[config.mk]
export PLATFORM = sky130hd
export DESIGN_NAME = ffha_ctrl
export DESIGN_NICKNAME = d
export VERILOG_FILES = /design/src/rtl/core/ffha_pkg.sv /design/src/rtl/core/ffha_ctrl.sv
export SDC_FILE = /design/constraint.sdc
export NUM_CORES = 1
export LEC_CHECK = 0
export BUFFER_PORTS_ARGS = -buffer_cell sky130_fd_sc_hd__buf_2
export CORE_AREA = 2 2 39 41
export CTS_CLUSTER_SIZE = 10
export DETAILED_ROUTE_END_ITERATION = 8
export DIE_AREA = 0 0 41 43
export HOLD_SLACK_MARGIN = 0.02
export PLACE_DENSITY = 0.8
export SETUP_SLACK_MARGIN = 0.4
export SLEW_MARGIN = 25
export SYNTH_ARGS = -nofsm -noshare
export SYNTH_HDL_FRONTEND = slang
export SYNTH_SLANG_ARGS = --single-unit
[constraint.sdc]
create_clock -name clk -period 1.4 [get_ports clk]
set_clock_uncertainty 0.1 [all_clocks]
set_input_delay 0.28 -clock clk [delete_from_list [all_inputs] [get_ports clk]]
set_output_delay 0.28 -clock clk [all_outputs]
set_load 0.03 [all_outputs]
[src/rtl/core/ffha_pkg.sv]
// Package with types, codes and constants of the first-fit heap allocator.
package ffha_pkg;

  localparam int HEAP_WORDS_DEF = 4096;

  localparam int HDR_W  = 32;
  localparam int LEN_W  = 30;
  localparam int NEED_W = 14;
  localparam int SIZE_W = 15;
  localparam int ADDR_W = 12;
  localparam int CNT_W  = 13;

  localparam logic [1:0] KIND_FREE = 2'b01;
  localparam logic [1:0] KIND_USED = 2'b10;

  localparam logic FUNC_ALLOC = 1'b0;
  localparam logic FUNC_FREE  = 1'b1;

  typedef enum logic [1:0] {
    STAT_OK      = 2'd0,
    STAT_OOM     = 2'd1,
    STAT_INVALID = 2'd2,
    STAT_CORRUPT = 2'd3
  } status_t;

  typedef enum logic [2:0] {
    S_IDLE,
    S_WALK,
    S_EVAL,
    S_SPLIT,
    S_NRD,
    S_NEV,
    S_MERGE,
    S_DONE
  } state_t;

  // Commands from the controller to the datapath.
  typedef struct packed {
    logic    load;
    logic    rd_succ;
    logic    take_whole;
    logic    split_hdr;
    logic    split_tail;
    logic    advance;
    logic    latch_hit;
    logic    absorb_succ;
    logic    merge_write;
    logic    set_status;
    logic    emit;
    status_t code;
  } cmd_t;

  // Status flags from the datapath to the controller.
  typedef struct packed {
    logic walk_done;
    logic pos_oob;
    logic hdr_bad;
    logic is_alloc;
    logic fit_whole;
    logic fit_split;
    logic hit;
    logic hit_used;
    logic succ_in;
    logic succ_free;
    logic succ_bad;
    logic out_free;
  } stat_t;

endpackage

[src/rtl/core/ffha_ctrl.sv]
// Controller state machine that sequences the heap walk of each request.
module ffha_ctrl (
  input  logic            clk,
  input  logic            rst_n,
  input  logic            in_tvalid,
  output logic            in_tready,
  input  ffha_pkg::stat_t stat,
  output ffha_pkg::cmd_t  cmd
);

  ffha_pkg::state_t state_r, state_nxt;

  always_ff @(posedge clk) begin
    if (!rst_n) begin
      state_r <= ffha_pkg::S_IDLE;
    end else begin
      state_r <= state_nxt;
    end
  end

  always_comb begin
    state_nxt = state_r;
    case (state_r)
      ffha_pkg::S_IDLE: begin
        if (in_tvalid) state_nxt = ffha_pkg::S_WALK;
      end
      ffha_pkg::S_WALK: begin
        if (stat.walk_done || stat.pos_oob) state_nxt = ffha_pkg::S_DONE;
        else state_nxt = ffha_pkg::S_EVAL;
      end
      ffha_pkg::S_EVAL: begin
        if (stat.hdr_bad) begin
          state_nxt = ffha_pkg::S_DONE;
        end else if (stat.is_alloc) begin
          if (stat.fit_whole) state_nxt = ffha_pkg::S_DONE;
          else if (stat.fit_split) state_nxt = ffha_pkg::S_SPLIT;
          else state_nxt = ffha_pkg::S_WALK;
        end else if (stat.hit) begin
          if (!stat.hit_used) state_nxt = ffha_pkg::S_DONE;
          else if (stat.succ_in) state_nxt = ffha_pkg::S_NRD;
          else state_nxt = ffha_pkg::S_MERGE;
        end else begin
          state_nxt = ffha_pkg::S_WALK;
        end
      end
      ffha_pkg::S_SPLIT: state_nxt = ffha_pkg::S_DONE;
      ffha_pkg::S_NRD:   state_nxt = ffha_pkg::S_NEV;
      ffha_pkg::S_NEV: begin
        if (stat.succ_free && stat.succ_bad) state_nxt = ffha_pkg::S_DONE;
        else state_nxt = ffha_pkg::S_MERGE;
      end
      ffha_pkg::S_MERGE: state_nxt = ffha_pkg::S_DONE;
      ffha_pkg::S_DONE: begin
        if (stat.out_free) state_nxt = ffha_pkg::S_IDLE;
      end
      default: state_nxt = ffha_pkg::S_IDLE;
    endcase
  end

  always_comb begin
    cmd       = '0;
    cmd.code  = ffha_pkg::STAT_OK;
    in_tready = 1'b0;
    case (state_r)
      ffha_pkg::S_IDLE: begin
        in_tready = 1'b1;
        cmd.load  = in_tvalid;
      end
      ffha_pkg::S_WALK: begin
        if (stat.walk_done) begin
          cmd.set_status = 1'b1;
          cmd.code = stat.is_alloc ? ffha_pkg::STAT_OOM : ffha_pkg::STAT_INVALID;
        end else if (stat.pos_oob) begin
          cmd.set_status = 1'b1;
          cmd.code = ffha_pkg::STAT_CORRUPT;
        end
      end
      ffha_pkg::S_EVAL: begin
        if (stat.hdr_bad) begin
          cmd.set_status = 1'b1;
          cmd.code = ffha_pkg::STAT_CORRUPT;
        end else if (stat.is_alloc) begin
          if (stat.fit_whole) begin
            cmd.take_whole = 1'b1;
            cmd.set_status = 1'b1;
          end else if (stat.fit_split) begin
            cmd.split_hdr = 1'b1;
          end else begin
            cmd.advance = 1'b1;
          end
        end else if (stat.hit) begin
          if (!stat.hit_used) begin
            // Double free and free of a block that was never handed out.
            cmd.set_status = 1'b1;
            cmd.code = ffha_pkg::STAT_INVALID;
          end else begin
            cmd.latch_hit = 1'b1;
          end
        end else begin
          cmd.advance = 1'b1;
        end
      end
      ffha_pkg::S_SPLIT: begin
        cmd.split_tail = 1'b1;
        cmd.set_status = 1'b1;
      end
      ffha_pkg::S_NRD: cmd.rd_succ = 1'b1;
      ffha_pkg::S_NEV: begin
        if (stat.succ_free) begin
          if (stat.succ_bad) begin
            cmd.set_status = 1'b1;
            cmd.code = ffha_pkg::STAT_CORRUPT;
          end else begin
            cmd.absorb_succ = 1'b1;
          end
        end
      end
      ffha_pkg::S_MERGE: begin
        cmd.merge_write = 1'b1;
        cmd.set_status = 1'b1;
      end
      ffha_pkg::S_DONE: cmd.emit = stat.out_free;
      default: cmd = '0;
    endcase
  end

endmodule

* Yosys cells after proc, flatten, opt, wreduce, memory -nomap -nowiden
Index checks and enable logic that the tools add are counted.
** Operators by class
- Equal/unequal tests :: 9
- Muxes and demuxes :: 55
- Reduce and logical (&&, ||, !) cells :: 5
** Operators by type and width (count)
- $mux 2 :: 17
- $mux 1 :: 28
- $mux 3 :: 7
- $pmux 3 s7 :: 1
- $eq 3x3->1 const B :: 4
- $eq 3x2->1 const B :: 2
- $pmux 2 s3 :: 1
- $ne 2x2->1 const B :: 2
- $pmux 1 s4 :: 1
- $eq 3x1->1 const B :: 1
- $logic_not 3->1 :: 1
- $reduce_and 2->1 :: 1
- $reduce_or 2->1 :: 1
- $logic_and 1x1->1 :: 1
- $logic_or 1x1->1 :: 1
** Word-level totals
- Register bits after elaboration :: 3
- Bits of input ports :: 15
- Output and inout port bits :: 14
- Word-level logic and storage cells :: 70

* Longest topological paths before layout
Gate-level depths: netlist of run 1.
- Word-level depth :: 6
- Gate-level depth with buffers :: 5
- Gate-level depth less buffers :: 4

* Worst setup path after synthesis of run 1
No wires, ideal clock.
- Path type :: register -> output
- From :: reg state_r[2]
- To :: out cmd[12] in the netlist's numbering
- Arrival time :: 1682 ps
- Setup slack :: -662 ps
- Cell stages (with the launch flop) :: 4
- Buffers on the path :: 1
- Path through :: dfxtp_1 buf_4 nor3_1 and2_1
** RTL lines
- start: declaration :: line ffha_ctrl.sv:11 : ffha_pkg::state_t state_r, state_nxt;
- start signal: assignment :: line ffha_ctrl.sv:15 : state_r <= ffha_pkg::S_IDLE;
- start signal: assignment :: line ffha_ctrl.sv:17 : state_r <= state_nxt;
- end: declaration :: line ffha_ctrl.sv:8 : output ffha_pkg::cmd_t cmd

==> metrics.txt, run 1 <==
outcome=complete, but fails checks; failing checks=negative setup slack; Setup TNS=-4.16 ns; Pre-antenna DRT Iters=4; Mapped Area=437 um2; final setup margin=-0.394 ns; antenna violations before repair=0; Crit Path Class=reg -> out; GR Util All Layers=23.1%; non-filler instance count after layout=127; total number of vias=653; Final Wtd Congestion=0.781; Worst setup SP type=flop; Cells after DPL=116; total global routing overflow=0; port bufs=28; Layout area overhead=120%; Cell Area, Placed=761 um2; Top reg by flops=state_r; global-route wire length before repair=2690 um; most used routing layer=met2; TritonCTS clock tree=built; top_reg_cell synth=dfxtp_1; post-layout min period=1.79 ns; Comb pwr share=66.6%; Final Max Slew Viols=0; syn nets=72; synth warn=0; row count=14; share of the cycle needed by the critical path after routing=128%; met1 global-route usage=23.0%; Die X=41 um; multi-input logic area=414 um2; Reg area=68.8 um2; DIE AREA=1760 um2; # DRC=0; M3 GR Usage=2.09%; sw frac=41.6%; RSZ-0062 raised after global routing=yes; Post-synth EDFFs=0; power per cell area=970 nW/um2; # diodes=0; H-tree Lvls=1; TritonCTS Buffers=3; nets=127; register bit total from synthesis=3; Skew-Pair Late Insertion Delay=0.25 ns; post-layout util=69.4%; Top Registers=state_r x3; Die Y=43 um; ys async rst share=0%; f_max=557 MHz; post-route cell area=961 um2; Max-Slew Margin vs Limit=79.0%; sequential share of the synthesized area=13.8%; Core Area=1380 um2; Flop pwr share=16.1%; Min-Delay Path Class=in -> reg; clk root buf=clkbuf_4; synthesized area per cell=7.66 um2; largest vdd supply drop=0.472 mV; Final Setup Violations=16; Yosys cell types=33; drt first-iter violations=9; clock net sink count=3; LEAKAGE=0.000461 uW; count of final hold-check violations=0; # IOs=29; cell count after synthesis=57; dpl ws=-0.342 ns; vias in the first global route=619; WP data required=1.02 ns; met2 GRT Util=39.7%; clock slew at reported path FFs=0.04 ns; share of cells above drive strength 1=73.9%; Starting Density=31.6%; Detail Placement HPWL=1110 um; wire length per cell=13.5 um; Vias/cell=5.14; critical path arrival=1.41 ns; part of the power in the clock network=17.3%; max FFs per register=3; Clock Path Buffers=2; final wirelength=1710 um; Int Pwr=545 uW; largest net degree at the start of global routing=9; Critical Path End Type=output port; Least-Margin Pin Slew=0.313 ns; Fillers=117; Max FO, Critical Path=7; MaxCap Viol Count=0; switching power=388 uW; Routed Antenna Nets=0
==> cells in the final DEF, fill, tap and decap left out, drive strengths merged <==
cell type	count
and4b	2
and2	3
inv	3
a31oi	1
nor2	2
mux2i	3
nand2	4
o21a	2
and3b	1
nor3b	2
nor4b	1
a21oi	2
a31o	1
dfxtp	3
nor3	3
nand3	1
nand4	1
a32oi	1
o32ai	1
nor2b	3
o41ai	1
buf	53
and4	1
o21ai	7
o31a	1
a21boi	1
clkbuf	4
or2	1
and3	2
==> logic make-up (layout without fill, tap and decap cells) <==
logic type	Yosys count	after routing	synth area share (%)
AND/OR/NAND/NOR	27	27	44.4
multiplexers	3	3	6.88
AO/OA/AOI/OAI	18	18	26.9
flip-flops	3	3	13.8
buffers and inverters	6	60	8.02
==> final timing paths <==
check | startpoint | end | slack, ns | cells past startpoint
max reg2reg | state_r[2] | state_r[1] | -0.08 | 7
min | rst_n | state_r[2] | 0.19 | 2
min reg2reg | state_r[2] | state_r[0] | 0.60 | 3
max | state_r[2] | cmd[9] | -0.39 | 3
==> layer usage <==
metal  up-vias  routed length [um]
met3         9                  84
met2        29                 893
met4         0                 101
met1       291                 632
li1        324                   -
met5         -                   0
==> area by class of cell <==
class | instances | area share, %
well taps | 16 | 2.08
clock buffers | 4 | 2.73
repair buffers | 53 | 43.2
flip-flops and latches | 3 | 7.16
multi-input cells | 48 | 43.1
inverters | 3 | 1.69
==> worst max-delay path, stage by stage (launching register included) <==
cell	delay (ns)
dfxtp_4	0.37
nor4b_4	0.35
and4b_2	0.30
buf_6	0.14
==> cells in the mapped netlist, types with 2 or more instances <==
| library cell | number | share of area [%] |
|---|---|---|
| nand2_1 | 4 | 3.4 |
| mux2i_1 | 3 | 6.9 |
| a21oi_1 | 2 | 2.3 |
| o21a_1 | 2 | 3.4 |
| dfxtp_1 | 3 | 14 |
| and2_1 | 3 | 4.3 |
| and4b_1 | 2 | 4.6 |
| nor2b_1 | 3 | 4.3 |
| nor3_1 | 3 | 3.4 |
| o21ai_0 | 6 | 6.9 |
| nor2_1 | 2 | 1.7 |
| inv_1 | 3 | 2.6 |
==> repair_timing <==
action | in CTS | in global routing
setup buffers | 4 | 3
gates resized for setup | 38 | 2
hold buffers | 0 | 0
setup endpoints to repair | 17 | 17
pin swaps | 8 | 3
cloned | 0 | 0
==> stage by stage <==
step	total power [uW]	hold WS, ns
floorplan	462	0.298
global placement	608	0.422
detailed placement	620	0.430
CTS	905	0.182
global route	983	0.189
finish	932	0.190
==> power by group through the flow <==
stage               sequential, uW  combinational, uW  clock (uW)
CTS                            147                590         168
floorplan                      127                335           0
global route                   153                660         171
global placement               141                468           0
detailed placement             141                479           0
finish                         150                621         162
Note: power is estimated with default switching activity, not from simulation.
==> run 2: changes to the inputs <==
- PLACE_DENSITY: 0.8 -> 0.77
==> metrics.txt, run 2 (same netlist as run 1, synthesis figures left out) <==
outcome=complete, but fails checks; failing checks=negative setup slack; CP max stage cell=dfxtp_4; crit path from=state_r[1]; share of the cycle needed by the critical path after routing=126% (-2.4 points); post-layout util=74.5% (+5.1 points); DIE AREA=1760 um2 (unchanged); Crit path largest cell delay=0.37 ns (about the same); wire length per cell=13.9 um (+2.9%); Final Wtd Congestion=0.742 (-5.0%); Detail Placement HPWL=1260 um (+14%); Min-Delay Path Class=in -> reg; post-route cell area=1030 um2 (+7.3%); final setup margin=-0.360 ns (+0.0340 ns); nets=131 (+3.1%); Clock Path Buffers=2 (unchanged); total global routing overflow=0 (unchanged); critical path arrival=1.38 ns (-0.03 ns); WP data required=1.02 ns (about the same); reg2reg end=state_r[0]; Final Max Slew Viols=0 (unchanged); global-route wire length before repair=2830 um (+5.1%); dpl ws=-0.320 ns (+0.0219 ns); # diodes=0 (unchanged); largest vdd supply drop=0.589 mV (+25%); Max-Slew Margin vs Limit=76.7% (-2.3 points); switching power=397 uW (+2.4%); RR Startpoint=state_r[2]; vias in the first global route=703 (+14%); Cell Area, Placed=783 um2 (+3.0%); critical path, cell by cell=buf_4, nor3_4, o32ai_2, or2_4, buf_6; Max FO, Critical Path=7 (unchanged); Die X=41 um (unchanged); Fillers=104 (-11%); Flop pwr share=15.7% (-0.4 points); clock slew at reported path FFs=0.04 ns (about the same); Crit Path Class=reg -> out; clk root buf=clkbuf_4; GR Util All Layers=22.8% (-0.32 points); Skew-Pair Late Insertion Delay=0.23 ns (-0.02 ns); antenna violations before repair=0 (unchanged); total stage count of the critical path=5 (+2); Int Pwr=581 uW (+6.6%); highest-count cells in the layout ignoring fill and taps=24 x buf_4, 19 x buf_6, 14 x buf_2; Die Y=43 um (unchanged); sw frac=40.6% (-0.97 points); Routed Antenna Nets=0 (unchanged); share of cells above drive strength 1=78.3% (+4.4 points); LEAKAGE=0.000493 uW (+6.9%); WP buf/inv=2 (+1); drt first-iter violations=14 (+5); R2R cell count=6 (-1); commonest non-fill, non-tap cell in the layout=buf_4; Starting Density=31.6% (unchanged); CP delay by family, top=simple AND/OR/NAND/NOR gates; TritonCTS clock tree=built; H-tree Lvls=1 (unchanged); # DRC=0 (unchanged); part of the power in the clock network=15.2% (-2.1 points); count of final hold-check violations=0 (unchanged); Worst setup endpoint=cmd[3]; R2R setup slack=-0.19 ns (-0.11 ns); Setup TNS=-3.97 ns (+0.192 ns); max FFs per register=3 (unchanged); Top reg by flops=state_r; Top Registers=state_r x3; f_max=568 MHz (+1.9%); total number of vias=695 (+6.4%); Least-Margin Pin Slew=0.344 ns (+0.0314 ns); clock net sink count=3 (unchanged); Worst setup SP type=flop; final wirelength=1820 um (+6.1%); post-layout min period=1.76 ns (-0.0340 ns); TritonCTS Buffers=3 (unchanged); Final Setup Violations=16 (unchanged); Comb pwr share=69.0% (+2.4 points); MaxCap Viol Count=0 (unchanged); Pre-antenna DRT Iters=4 (unchanged); Layout area overhead=136%; row count=14 (unchanged); Vias/cell=5.31 (+3.2%); # IOs=29 (unchanged); RSZ-0062 raised after global routing=yes; Critical Path End Type=output port; port bufs=28 (unchanged); power per cell area=948 nW/um2 (-2.3%); Core Area=1380 um2 (unchanged); largest net degree at the start of global routing=9 (unchanged)
-- run 2: metrics by stage --
stage                     power, uW  hold slack (ns)  cells
after floorplan                 462            0.298     57
after global placement          628            0.424    119
after detailed placement        643            0.432    119
after CTS                       922            0.191    128
after global routing           1040            0.203    131
final                           978            0.193    131
-- run 2: worst min-delay path by stage --
| stage | depth (start not counted) | slack [ns] | end | start |
|---|---|---|---|---|
| finish | 2 | 0.19 | state_r[1] | rst_n |
| CTS | 2 | 0.19 | state_r[1] | rst_n |
| floorplan | 1 | 0.30 | state_r[1] | rst_n |
| global placement | 2 | 0.42 | state_r[1] | rst_n |
| detailed placement | 2 | 0.43 | state_r[1] | rst_n |
| global route | 2 | 0.20 | state_r[1] | rst_n |
-- run 2: area by class of cell --
| cell class | instances | area, um2 | area share, % |
|---|---|---|---|
| sequential | 3 | 71.3 | 6.92 |
| multi-input combinational | 48 | 435 | 42.2 |
| inverter | 3 | 13.8 | 1.33 |
| tap | 16 | 20.0 | 1.94 |
| timing repair buffer | 57 | 464 | 45.0 |
| clock buffer | 4 | 26.3 | 2.55 |
-- run 2: timing repair --
| action | CTS | global route |
|---|---|---|
| setup endpoints to repair | 17 | 17 |
| resized for setup | 40 | 13 |
| hold buffers | 0 | 0 |
| hold endpoints to repair | 0 | 0 |
| buffers inserted | 5 | 3 |
| pin swaps | 8 | 9 |
-- run 2: layer usage --
metal | global-route usage [%] | part of all wire (%) | vias up
met5 | 0 | 0 | -
met4 | 9.33 | 1.2 | 0
met3 | 3.66 | 5.1 | 2
met2 | 41.6 | 56 | 29
met1 | 23.6 | 38 | 331
li1 | - | - | 333
-- run 2: power groups by stage --
| stage | Combinational, uW | Sequential (uW) | Clock [uW] |
|---|---|---|---|
| CTS | 618 | 150 | 154 |
| detailed placement | 503 | 140 | 0 |
| global route | 718 | 157 | 167 |
| floorplan | 335 | 127 | 0 |
| global placement | 488 | 139 | 0 |
| finish | 675 | 154 | 149 |
